$ cat config.mk
export PLATFORM = sky130hd
export DESIGN_NAME = ps2_mouse_device_emulator_top
export DESIGN_NICKNAME = d
export VERILOG_FILES = /design/src/ps2m_pkg.sv /design/src/ps2m_front.sv /design/src/ps2m_queue.sv /design/src/ps2m_back.sv /design/src/ps2_mouse_device_emulator_top.sv
export VERILOG_INCLUDE_DIRS = /design/src /design/src/src
export SDC_FILE = /design/constraint.sdc
export NUM_CORES = 1
export LEC_CHECK = 0
export ABC_AREA = 1
export ABC_CLOCK_PERIOD_IN_PS = 4040
export BUFFER_PORTS_ARGS = -buffer_cell sky130_fd_sc_hd__buf_4
export CAP_MARGIN = 25
export CORE_UTILIZATION = 55
export DETAILED_ROUTE_END_ITERATION = 12
export PLACE_DENSITY = 0.78
export SYNTH_ARGS = -nofsm -noshare
export SYNTH_HDL_FRONTEND = slang
export SYNTH_SLANG_ARGS = --single-unit
$ cat constraint.sdc
create_clock -name clock -period 4.04 [get_ports clock]
set_input_delay 0.202 -clock clock [delete_from_list [all_inputs] [get_ports clock]]
set_output_delay 0.202 -clock clock [all_outputs]
set_load 0.05 [all_outputs]
$ cat src/ps2_mouse_device_emulator_top_defines.svh
// ----------------------------------------------------------------------------
// PS/2 mouse device emulator: assertion macros
// Shared concurrent assertion forms, compiled out with NO_ASSERTIONS.
// ----------------------------------------------------------------------------
`ifndef PS2_MOUSE_DEVICE_EMULATOR_TOP_DEFINES_SVH
`define PS2_MOUSE_DEVICE_EMULATOR_TOP_DEFINES_SVH

`ifndef NO_ASSERTIONS
// property must hold at every edge outside reset
`define PS2M_ASSERT(label, clk, rst, prop, msg) \
   label: assert property (@(posedge clk) disable iff (rst) prop) else $error(msg);
// expression must never be true outside reset
`define PS2M_NEVER(label, clk, rst, expr, msg) \
   label: assert property (@(posedge clk) disable iff (rst) !(expr)) else $error(msg);
`else
`define PS2M_ASSERT(label, clk, rst, prop, msg)
`define PS2M_NEVER(label, clk, rst, expr, msg)
`endif

`endif

$ cat src/ps2m_pkg.sv
// ----------------------------------------------------------------------------
// PS/2 mouse device emulator package
// Item types, byte codes, register indexes and defaults.
// ----------------------------------------------------------------------------
`timescale 1ns / 1ps
`default_nettype none

package ps2m_pkg;

   // input action codes
   typedef enum logic [1:0] {
      ACT_TICK  = 2'd0,
      ACT_CMD   = 2'd1,
      ACT_EVENT = 2'd2
   } action_type;

   // device modes
   typedef enum logic [1:0] {
      MODE_POWER_ON  = 2'd0,
      MODE_RESETTING = 2'd1,
      MODE_CONFIG    = 2'd2,
      MODE_STREAM    = 2'd3
   } mode_type;

   // configuration register indexes
   localparam int CSR_INDEX_W = 2;
   localparam int CSR_DATA_W  = 16;
   localparam logic [CSR_INDEX_W-1:0] CSR_POWER_ON_WAIT = 2'd0;
   localparam logic [CSR_INDEX_W-1:0] CSR_REJECT_WAIT   = 2'd1;
   localparam logic [CSR_INDEX_W-1:0] CSR_RESET_WAIT    = 2'd2;

   localparam logic [15:0] POWER_ON_WAIT_RESET = 16'd4000;
   localparam logic [15:0] REJECT_WAIT_RESET   = 16'd1000;
   localparam logic [15:0] RESET_WAIT_RESET    = 16'd500;

   // protocol bytes
   localparam logic [7:0] BYTE_ACK       = 8'hfa;
   localparam logic [7:0] BYTE_SELF_TEST = 8'haa;
   localparam logic [7:0] BYTE_ZERO      = 8'h00;
   localparam logic [7:0] BYTE_DEV_ID    = 8'h03;
   localparam logic [7:0] BYTE_RATE      = 8'h64;
   localparam logic [7:0] BYTE_PKT_BASE  = 8'h08;
   localparam logic [7:0] CMD_GET_ID     = 8'hf2;
   localparam logic [7:0] CMD_STATUS     = 8'he9;
   localparam logic [7:0] CMD_ENABLE     = 8'hf4;
   localparam logic [7:0] CMD_RESET      = 8'hff;

   // event codes
   localparam logic [15:0] EV_BUTTON  = 16'h0001;
   localparam logic [15:0] EV_REL     = 16'h0002;
   localparam logic [15:0] BTN_LEFT   = 16'h0110;
   localparam logic [15:0] BTN_RIGHT  = 16'h0111;
   localparam logic [15:0] BTN_MIDDLE = 16'h0112;
   localparam logic [15:0] AXIS_X     = 16'h0000;
   localparam logic [15:0] AXIS_Y     = 16'h0001;
   localparam logic [15:0] AXIS_WHEEL = 16'h0008;

   // default run queue depth
   localparam int QUEUE_DEPTH_DEFAULT = 2;

   typedef struct packed {
      logic [1:0]         action;
      logic [7:0]         cmd_byte;
      logic [15:0]        ev_type;
      logic [15:0]        ev_code;
      logic signed [31:0] ev_value;
   } req_type;

   typedef struct packed {
      logic [7:0] tx_byte;
      logic       last;
   } rsp_type;

   // one run of up to four bytes, byte 0 sent first
   typedef struct packed {
      logic [3:0][7:0] bytes;
      logic [1:0]      last_idx;
   } run_type;

   // queue status seen by the front and back
   typedef struct packed {
      logic full;
      logic not_empty;
   } queue_stat_type;

endpackage

`default_nettype wire

$ cat src/ps2m_front.sv
// ----------------------------------------------------------------------------
// PS/2 mouse front end
// Accepts items, keeps the device mode and timers, and builds byte runs.
// ----------------------------------------------------------------------------
`timescale 1ns / 1ps
`default_nettype none

module ps2m_front (
   input  wire logic                                 clock,
   input  wire logic                                 reset,
   input  wire logic                                 req_valid,
   output logic                                      req_ready,
   input  wire ps2m_pkg::req_type                    req_data,
   input  wire logic                                 csr_write_en,
   input  wire logic [ps2m_pkg::CSR_INDEX_W-1:0]     csr_index,
   input  wire logic [ps2m_pkg::CSR_DATA_W-1:0]      csr_wdata,
   input  wire ps2m_pkg::queue_stat_type             q_stat,
   output logic                                      push,
   output ps2m_pkg::run_type                         push_run
);
   import ps2m_pkg::*;

   logic [15:0] power_on_wait_ff;
   logic [15:0] reject_wait_ff;
   logic [15:0] reset_wait_ff;
   mode_type    mode_ff, mode_in;
   logic [15:0] wait_ff, wait_in;
   logic        hot_ff, hot_in;
   logic        left_ff, left_in;
   logic        accept;
   logic        gen;
   run_type     run;
   logic        value_nz;
   logic [7:0]  value_lo;
   mode_type    cmd_mode;

   assign req_ready = ~q_stat.full;
   assign accept    = req_valid & req_ready;
   assign value_nz  = (req_data.ev_value != '0);
   assign value_lo  = req_data.ev_value[7:0];
   // a command in resetting mode is handled as in config
   assign cmd_mode  = (mode_ff == MODE_RESETTING) ? MODE_CONFIG : mode_ff;

   // configuration registers
   always_ff @(posedge clock) begin
      if (reset) begin
         power_on_wait_ff <= POWER_ON_WAIT_RESET;
         reject_wait_ff   <= REJECT_WAIT_RESET;
         reset_wait_ff    <= RESET_WAIT_RESET;
      end else if (csr_write_en) begin
         case (csr_index)
            CSR_POWER_ON_WAIT: power_on_wait_ff <= csr_wdata;
            CSR_REJECT_WAIT:   reject_wait_ff   <= csr_wdata;
            CSR_RESET_WAIT:    reset_wait_ff    <= csr_wdata;
            default: ;
         endcase
      end
   end

   // next state
   always_comb begin
      mode_in = mode_ff;
      wait_in = wait_ff;
      hot_in  = hot_ff;
      left_in = left_ff;
      case (req_data.action)
         ACT_TICK: begin
            if (wait_ff != '0) begin
               wait_in = 16'(wait_ff - 16'd1);
            end else if (mode_ff == MODE_POWER_ON) begin
               mode_in = MODE_RESETTING;
               hot_in  = 1'b1;
            end else if (mode_ff == MODE_RESETTING) begin
               mode_in = MODE_CONFIG;
            end
         end
         ACT_CMD: begin
            if (mode_ff == MODE_POWER_ON) begin
               if (req_data.cmd_byte == CMD_RESET) begin
                  mode_in = MODE_RESETTING;
                  hot_in  = 1'b0;
                  wait_in = reset_wait_ff;
               end else begin
                  wait_in = reject_wait_ff;
               end
            end else begin
               mode_in = cmd_mode;
               if (cmd_mode == MODE_CONFIG && req_data.cmd_byte == CMD_ENABLE) begin
                  mode_in = MODE_STREAM;
               end
               if (req_data.cmd_byte == CMD_RESET) begin
                  mode_in = MODE_RESETTING;
                  hot_in  = 1'b0;
                  wait_in = reset_wait_ff;
               end
            end
         end
         ACT_EVENT: begin
            if (mode_ff == MODE_STREAM && req_data.ev_type == EV_BUTTON &&
                req_data.ev_code == BTN_LEFT) begin
               left_in = value_nz;
            end
         end
         default: ;
      endcase
   end

   // build the byte run for this item
   always_comb begin
      gen      = 1'b0;
      run      = '0;
      case (req_data.action)
         ACT_TICK: begin
            if (wait_ff == '0 && mode_ff == MODE_RESETTING) begin
               gen           = 1'b1;
               run.bytes[0]  = BYTE_SELF_TEST;
               run.bytes[1]  = BYTE_ZERO;
               run.last_idx  = hot_ff ? 2'd0 : 2'd1;
            end
         end
         ACT_CMD: begin
            if (mode_ff != MODE_POWER_ON || req_data.cmd_byte == CMD_RESET) begin
               gen          = 1'b1;
               run.bytes[0] = BYTE_ACK;
               if (mode_ff != MODE_POWER_ON && cmd_mode == MODE_CONFIG) begin
                  if (req_data.cmd_byte == CMD_GET_ID) begin
                     run.bytes[1] = BYTE_DEV_ID;
                     run.last_idx = 2'd1;
                  end else if (req_data.cmd_byte == CMD_STATUS) begin
                     run.bytes[1] = BYTE_ZERO;
                     run.bytes[2] = BYTE_ZERO;
                     run.bytes[3] = BYTE_RATE;
                     run.last_idx = 2'd3;
                  end
               end
            end
         end
         ACT_EVENT: begin
            if (mode_ff == MODE_STREAM) begin
               gen          = 1'b1;
               run.last_idx = 2'd3;
               run.bytes[0] = BYTE_PKT_BASE;
               if (req_data.ev_type == EV_BUTTON) begin
                  run.bytes[0][0] = (req_data.ev_code == BTN_LEFT) ? value_nz : left_ff;
                  run.bytes[0][1] = (req_data.ev_code == BTN_RIGHT) && value_nz;
                  run.bytes[0][2] = (req_data.ev_code == BTN_MIDDLE) && value_nz;
               end else if (req_data.ev_type == EV_REL) begin
                  run.bytes[0][0] = left_ff;
                  if (req_data.ev_code == AXIS_X) begin
                     run.bytes[1]    = value_lo;
                     run.bytes[0][4] = value_lo[7];
                  end else if (req_data.ev_code == AXIS_Y) begin
                     run.bytes[2]    = value_lo;
                     run.bytes[0][5] = value_lo[7];
                  end else if (req_data.ev_code == AXIS_WHEEL) begin
                     run.bytes[3] = value_lo;
                  end
               end
            end
         end
         default: ;
      endcase
   end

   assign push     = accept & gen;
   assign push_run = run;

   // state registers
   always_ff @(posedge clock) begin
      if (reset) begin
         mode_ff <= MODE_POWER_ON;
         wait_ff <= POWER_ON_WAIT_RESET;
         hot_ff  <= 1'b0;
         left_ff <= 1'b0;
      end else if (accept) begin
         mode_ff <= mode_in;
         wait_ff <= wait_in;
         hot_ff  <= hot_in;
         left_ff <= left_in;
      end
   end

endmodule

`default_nettype wire

$ cat src/ps2m_queue.sv
// ----------------------------------------------------------------------------
// PS/2 mouse run queue
// Short FIFO of byte runs between the front end and the byte sender.
// ----------------------------------------------------------------------------
`timescale 1ns / 1ps
`default_nettype none
`include "ps2_mouse_device_emulator_top_defines.svh"

module ps2m_queue #(
   parameter int QUEUE_DEPTH = ps2m_pkg::QUEUE_DEPTH_DEFAULT
) (
   input  wire logic                      clock,
   input  wire logic                      reset,
   input  wire logic                      push,
   input  wire ps2m_pkg::run_type         push_run,
   input  wire logic                      pop,
   output ps2m_pkg::run_type              head_run,
   output ps2m_pkg::queue_stat_type       q_stat
);
   import ps2m_pkg::*;

   localparam int PTR_W = $clog2(QUEUE_DEPTH);
   localparam int CNT_W = $clog2(QUEUE_DEPTH + 1);

   run_type            entries_ff [QUEUE_DEPTH];
   logic [PTR_W-1:0]   wr_ptr_ff, wr_ptr_in;
   logic [PTR_W-1:0]   rd_ptr_ff, rd_ptr_in;
   logic [CNT_W-1:0]   count_ff, count_in;

   // advance pointers with wrap
   always_comb begin
      wr_ptr_in = wr_ptr_ff;
      rd_ptr_in = rd_ptr_ff;
      count_in  = count_ff;
      if (push) begin
         wr_ptr_in = (wr_ptr_ff == PTR_W'(QUEUE_DEPTH - 1)) ? '0 : PTR_W'(wr_ptr_ff + 1'b1);
      end
      if (pop) begin
         rd_ptr_in = (rd_ptr_ff == PTR_W'(QUEUE_DEPTH - 1)) ? '0 : PTR_W'(rd_ptr_ff + 1'b1);
      end
      if (push && !pop) begin
         count_in = CNT_W'(count_ff + 1'b1);
      end else if (pop && !push) begin
         count_in = CNT_W'(count_ff - 1'b1);
      end
   end

   always_ff @(posedge clock) begin
      if (reset) begin
         wr_ptr_ff <= '0;
         rd_ptr_ff <= '0;
         count_ff  <= '0;
      end else begin
         wr_ptr_ff <= wr_ptr_in;
         rd_ptr_ff <= rd_ptr_in;
         count_ff  <= count_in;
      end
   end

   // store runs
   always_ff @(posedge clock) begin
      if (push) begin
         entries_ff[wr_ptr_ff] <= push_run;
      end
   end

   assign head_run         = entries_ff[rd_ptr_ff];
   assign q_stat.full      = (count_ff == CNT_W'(QUEUE_DEPTH));
   assign q_stat.not_empty = (count_ff != '0);

   `PS2M_NEVER(a_no_overflow, clock, reset, push && count_ff == CNT_W'(QUEUE_DEPTH), "run queue overflow")
   `PS2M_NEVER(a_no_underflow, clock, reset, pop && count_ff == '0, "run queue underflow")
   `PS2M_ASSERT(a_count_up, clock, reset, push && !pop |=> count_ff == CNT_W'($past(count_ff) + 1'b1), "queue count did not advance")

endmodule

`default_nettype wire

$ cat src/ps2m_back.sv
// ----------------------------------------------------------------------------
// PS/2 mouse byte sender
// Takes runs from the queue and hands them out one byte per item.
// ----------------------------------------------------------------------------
`timescale 1ns / 1ps
`default_nettype none
`include "ps2_mouse_device_emulator_top_defines.svh"

module ps2m_back (
   input  wire logic                      clock,
   input  wire logic                      reset,
   input  wire ps2m_pkg::queue_stat_type  q_stat,
   input  wire ps2m_pkg::run_type         head_run,
   output logic                           pop,
   output logic                           rsp_valid,
   input  wire logic                      rsp_ready,
   output ps2m_pkg::rsp_type              rsp_data
);
   import ps2m_pkg::*;

   run_type    cur_ff;
   logic [1:0] idx_ff;
   logic       valid_ff;
   logic       is_last;

   assign is_last = (idx_ff == cur_ff.last_idx);
   // load the next run when idle or when the last byte leaves
   assign pop     = q_stat.not_empty & (~valid_ff | (rsp_ready & is_last));

   always_ff @(posedge clock) begin
      if (reset) begin
         valid_ff <= 1'b0;
         idx_ff   <= '0;
      end else if (pop) begin
         valid_ff <= 1'b1;
         idx_ff   <= '0;
      end else if (valid_ff && rsp_ready) begin
         if (is_last) begin
            valid_ff <= 1'b0;
         end else begin
            idx_ff <= 2'(idx_ff + 2'd1);
         end
      end
   end

   always_ff @(posedge clock) begin
      if (pop) begin
         cur_ff <= head_run;
      end
   end

   assign rsp_valid        = valid_ff;
   assign rsp_data.tx_byte = cur_ff.bytes[idx_ff];
   assign rsp_data.last    = is_last;

   `PS2M_NEVER(a_idx_in_run, clock, reset, valid_ff && idx_ff > cur_ff.last_idx, "byte index past run end")
   `PS2M_ASSERT(a_step_byte, clock, reset, valid_ff && rsp_ready && !is_last |=> valid_ff && idx_ff == 2'($past(idx_ff) + 2'd1), "byte index did not step")
   `PS2M_ASSERT(a_pop_starts, clock, reset, pop |=> valid_ff && idx_ff == '0, "popped run not started")

endmodule

`default_nettype wire

$ cat src/ps2_mouse_device_emulator_top.sv
// A run holds 4 bytes at most; its first byte is offered once the run has passed the
// queue entry and the sender's run register. Items that cause no bytes are taken one
// per cycle while the queue has room; bytes leave one per cycle on rsp_ready.
// The run queue depth sets how far the front end may run ahead of the byte sender.
// Reset (synchronous, active high): registers to 4000/1000/500, power-on mode,
// timer loaded with 4000, run queue and byte sender empty.
// ----------------------------------------------------------------------------
// PS/2 mouse device emulator top level
// Front end, run queue and byte sender of a wheel mouse device side.
// ----------------------------------------------------------------------------
`timescale 1ns / 1ps
`default_nettype none

module ps2_mouse_device_emulator_top #(
   parameter int QUEUE_DEPTH = ps2m_pkg::QUEUE_DEPTH_DEFAULT
) (
   input  wire logic                              clock,
   input  wire logic                              reset,
   input  wire logic                              req_valid,
   output logic                                   req_ready,
   input  wire ps2m_pkg::req_type                 req_data,
   output logic                                   rsp_valid,
   input  wire logic                              rsp_ready,
   output ps2m_pkg::rsp_type                      rsp_data,
   input  wire logic                              csr_write_en,
   input  wire logic [ps2m_pkg::CSR_INDEX_W-1:0]  csr_index,
   input  wire logic [ps2m_pkg::CSR_DATA_W-1:0]   csr_wdata
);
   import ps2m_pkg::*;

   queue_stat_type q_stat;
   logic           push;
   logic           pop;
   run_type        push_run;
   run_type        head_run;

   ps2m_front u_front (
      .clock        (clock),
      .reset        (reset),
      .req_valid    (req_valid),
      .req_ready    (req_ready),
      .req_data     (req_data),
      .csr_write_en (csr_write_en),
      .csr_index    (csr_index),
      .csr_wdata    (csr_wdata),
      .q_stat       (q_stat),
      .push         (push),
      .push_run     (push_run)
   );

   ps2m_queue #(
      .QUEUE_DEPTH (QUEUE_DEPTH)
   ) u_queue (
      .clock    (clock),
      .reset    (reset),
      .push     (push),
      .push_run (push_run),
      .pop      (pop),
      .head_run (head_run),
      .q_stat   (q_stat)
   );

   ps2m_back u_back (
      .clock     (clock),
      .reset     (reset),
      .q_stat    (q_stat),
      .head_run  (head_run),
      .pop       (pop),
      .rsp_valid (rsp_valid),
      .rsp_ready (rsp_ready),
      .rsp_data  (rsp_data)
   );

endmodule

`default_nettype wire

==> run summary <==
========================================================================================================
Worst-Skew Late Latency                                                                          0.42 ns
Initial antenna violation count                                                                        0
Highest clock rate                                                                             0.436 GHz
Number of nets in the finished design                                                               1126
DRC violation total after the first TritonRoute iteration                                            507
Worst-case register-to-register setup slack                                                      1.75 ns
Fraction of synthesized area in multiplexers                                                           0
Max-cap check violation count                                                                          0
Clock sink total                                                                                     161
Startpoint of the worst register-to-register path                                           u_front.mode_ff[0]$_SDFFE_PP0P_
Highest ir drop seen on vdd                                                                   0.000314 V
Number of stages on the worst hold path                                                                3
Share of total power in the clock network                                                          0.300
Total grt overflow                                                                                     0
Buffer type at the clock tree root                                                             clkbuf_16
Number of hold violations in the final report                                                          0
Launch point of the worst hold path                                                         csr_wdata[11]
Final period utilization                                                                           0.568
Post-synthesis sequential area ratio                                                               0.549
Clk_skew                                                                                      0.00848 ns
Share of synthesized cell area in full adder, half adder and majority cells                       0.0178
Length of the first detailed-routing pass in iterations                                                5
Capture point of the worst reg-to-reg path                                                  u_queue.count_ff[1]$_SDFFE_PP0P_
Worst rel slew slack                                                                               0.380
Number of setup violations in the final report                                                         0
Path category of the worst min-delay check                                                     in -> reg
Power density cells                                                                           534 nW/µm²
Avg Synthesized Cell Area                                                                       8.54 µm²
GRT Util Overall                                                                                   0.251
Slew at the pin with the worst max-slew slack                                                   0.924 ns
Sw power                                                                                       0.00163 W
Synthesized-area fraction occupied by and/or/nand/nor cells                                        0.274
P&R area growth vs syn                                                                             20.2%
Share of synthesized registers carrying an async set or reset                                          0
Number of buffers on the longest clock path                                                            2
Peak fanout along the critical path                                                                   10
TritonCTS Buffers                                                                                     17
Type of element launching the critical path                                                         flop
Vias per cell                                                                                       5.23
Number of storage elements in the synthesis netlist                                                  161
Share of the synthesized netlist area taken by xor and xnor gates                                0.00567
Global placer's final weighted congestion                                                          0.875
Main combinational cell family by area after synthesis                                      simple AND/OR/NAND/NOR gates
Required time of the worst setup path                                                            4.34 ns
Setup repair after global routing missed its margin                                                false
Die area                                                                                       14500 µm²
Part of the power in combinational logic                                                           0.258
Final critical-path required period                                                              2.29 ns
Level count of the clock H-tree                                                                        4
Total of warnings raised by yosys                                                                      0
Number of standard-cell rows in the floorplan                                                         42
Worst Hold End                                                                              u_front.reject_wait_ff[11]$_SDFFE_PP0P_
Antenna diode count                                                                                    0
Leakage power summed over all cells                                                              3.94 nW
Wire length of the first global-routing pass                                                    28200 µm
Leading post-synthesis cells by cell area                                                   edfxtp_1 40%, dfxtp_1 15%, nand2_1 11%, nor2_1 7.4%, o21ai_0 3.8%
Routed vias                                                                                         6312
Post-CTS clock slew at the launch and capture registers of the worst setup and hold paths        0.06 ns
Number of remaining DRC errors                                                                         0
Fraction of final layout cells with drive strength greater than 1                                  0.185
Count of buffers added by post-CTS timing repair for setup                                             0
Synthesized instance count                                                                           905
WL per Instance                                                                                  14.1 µm
Most instantiated cells after synthesis                                                     230 x nand2_1, 153 x nor2_1, 102 x edfxtp_1, 72 x inv_1, 59 x dfxtp_1
Internal power consumption                                                                     0.00333 W
Sequential Power Share                                                                             0.442
Library cells used by synthesis                                                                       43
Result of the run                                                                           finished clean
Vertical die dimension                                                                            121 µm
Post-synth design cell area                                                                     7730 µm²
Depth of the worst register-to-register path                                                          14
Chip width                                                                                        121 µm
Cell area reported after detailed placement                                                     8670 µm²
Syn nets                                                                                            1013
Type of element capturing the critical path                                                         flop
Max-slew violation count                                                                               0
Switching power as a share of total power                                                          0.328
Number of buffer cells added on primary ports                                                        107
Half-perimeter wire length of the detailed placement result                                     12100 µm
Detailed-route wire length                                                                      17000 µm
Library cell with the highest instance count after synthesis                                     nand2_1
Predominant post-synthesis flop cell                                                            edfxtp_1
Initial core utilization                                                                           0.574
TritonCTS clock tree                                                                               built
Via count of the first global-routing pass                                                          5966
Area of the core                                                                               13500 µm²
Summed area of non-filler cells in the final layout                                             9290 µm²
Final sum of negative setup slack                                                                   0 ns
Fraction of the mapped netlist area in compound gates                                             0.0954
Portion of synthesized cell area occupied by the leading cell type                                 0.396
I/O pins                                                                                             108
Residual antenna-violating net count after detailed routing                                            0
Biggest area consumer among synthesized cells                                                   edfxtp_1
Number of flops mapped to enable cells by yosys                                                      102
Largest net degree at the start of global routing                                                     54
Arrival time worst endpoint                                                                      2.60 ns
Kind of critical path                                                                         reg -> reg
========================================================================================================
==> layout by cell type, fill, tap and decap left out, types with 2 or more instances in the layout <==
cell type / synthesis / final
nand2_1: 230 / 230
nor2_1: 153 / 152
buf_4: 2 / 116
edfxtp_1: 102 / 102
inv_1: 72 / 72
dfxtp_1: 59 / 59
o21ai_0: 58 / 58
nand3_1: 39 / 39
a21oi_1: 27 / 27
nor3_1: 24 / 24
clkbuf_16: 0 / 17
o21ai_2: 11 / 11
ha_1: 11 / 11
nor2_2: 9 / 10
nand4_1: 10 / 10
o211ai_1: 9 / 9
o22ai_1: 9 / 9
nand2_2: 8 / 8
o21ai_1: 7 / 7
dlygate4sd3_1: 0 / 7
inv_2: 4 / 4
clkinv_1: 2 / 4
clkinv_4: 1 / 4
nor2_4: 3 / 3
xnor2_1: 3 / 3
a21oi_2: 3 / 3
nor3b_1: 3 / 3
inv_6: 0 / 3
clkinv_2: 0 / 3
nand3_2: 2 / 2
xor2_1: 2 / 2
o21a_1: 2 / 2
nand2_8: 2 / 2
and3_1: 2 / 2
==> power by group through the flow <==
stage,logic [W],clock network (W),registers (W)
floorplan,0.000909,0,0.00221
global placement,0.00126,0,0.00222
detailed placement,0.00128,0,0.00223
CTS,0.00129,0.00150,0.00220
global route,0.00143,0.00156,0.00222
finish,0.00128,0.00149,0.00219
==> area by class of cell <==
class	instances	area, µm²
sequential	161	4240
inverter	79	302
fill	1093	4170
clock inverter	13	113
tap	176	220
clock buffer	18	429
timing repair buffer	123	941
multi-input combinational	636	3040
==> how the worst max path moves through the flow <==
stage / slack [ns] / cells past startpoint / from / to
finish: 1.75 / 14 / u_front.mode_ff[0]$_SDFFE_PP0P_ / u_queue.count_ff[1]$_SDFFE_PP0P_
global route: 1.58 / 14 / u_front.mode_ff[0]$_SDFFE_PP0P_ / u_queue.count_ff[1]$_SDFFE_PP0P_
CTS: 1.74 / 4 / u_back.idx_ff[0]$_SDFFE_PP0P_ / rsp_data[7]
detailed placement: 1.71 / 12 / req_data[73] / u_front.wait_ff[11]$_SDFFE_PP1P_
global placement: 1.74 / 12 / req_data[73] / u_front.wait_ff[11]$_SDFFE_PP1P_
floorplan: 0.97 / 9 / u_front.mode_ff[0]$_SDFFE_PP0P_ / u_queue.entries_ff[0][0]$_DFFE_PP_
==> worst max-delay path, stage by stage (launching register included) <==
cell     delay [ns]
dfxtp_1        0.34
inv_1          0.09
ha_1           0.36
nand2_8        0.12
nand2_8        0.12
nand2_1        0.08
nand2_2        0.09
nand2_2        0.09
nand2_1        0.10
inv_1          0.05
ha_1           0.31
a21oi_1        0.11
o21ai_0        0.11
o21ai_0        0.16
a21oi_1        0.06
==> stage by stage <==
| step | utilization | hold WS [ns] | setup WS [ns] | power, W | cells |
|---|---|---|---|---|---|
| 2_1_floorplan | - | 0.271 | 0.967 | 0.00312 | 905 |
| 3_3_place_gp | 0.645 | 0.424 | 1.74 | 0.00348 | 1168 |
| 4_1_cts | 0.690 | 0.00200 | 1.74 | 0.00498 | 1206 |
| 3_5_place_dp | 0.645 | 0.427 | 1.71 | 0.00350 | 1168 |
| 6_report | 0.690 | 0.0130 | 1.75 | 0.00496 | 1206 |
| 5_1_grt | 0.690 | 0.0159 | 1.58 | 0.00521 | 1206 |
==> cell families after synthesis <==
group | after synthesis
adders and majority gates | 11
buffers and inverters | 108
and+or+nand+nor | 492
xor gates and xnor gates | 5
AOI/OAI and AO/OA | 128
DFF | 161
==> sequential cells by signal, indices dropped and copies added, names as in the netlist <==
signal and flops:
u_front.mode_ff 2, u_back.cur_ff 34, u_front.wait_ff 16, u_queue.wr_ptr_ff 1, u_queue.rd_ptr_ff 1, u_front.hot_ff 1
u_queue.count_ff 2, u_front.reject_wait_ff 16, u_back.idx_ff 2, u_back.rsp_valid 1, u_front.left_ff 1, u_queue.entries_ff 68
u_front.reset_wait_ff 16
==> repair_timing <==
action	4_1_cts	5_1_grt
resized for setup	0	0
endpoints found under the setup margin	0	0
endpoints found under the hold margin	8	0
hold buffers	7	0
==> metal layers <==
metal	track usage	vias up	part of all wire	wire, µm
met5	0	-	0	0
met4	0.0702	0	0.011	191
met3	0.0528	14	0.051	872
met2	0.431	196	0.49	8430
met1	0.320	2871	0.44	7540
li1	-	3231	-	-
Power figures use the tool's default switching activity.
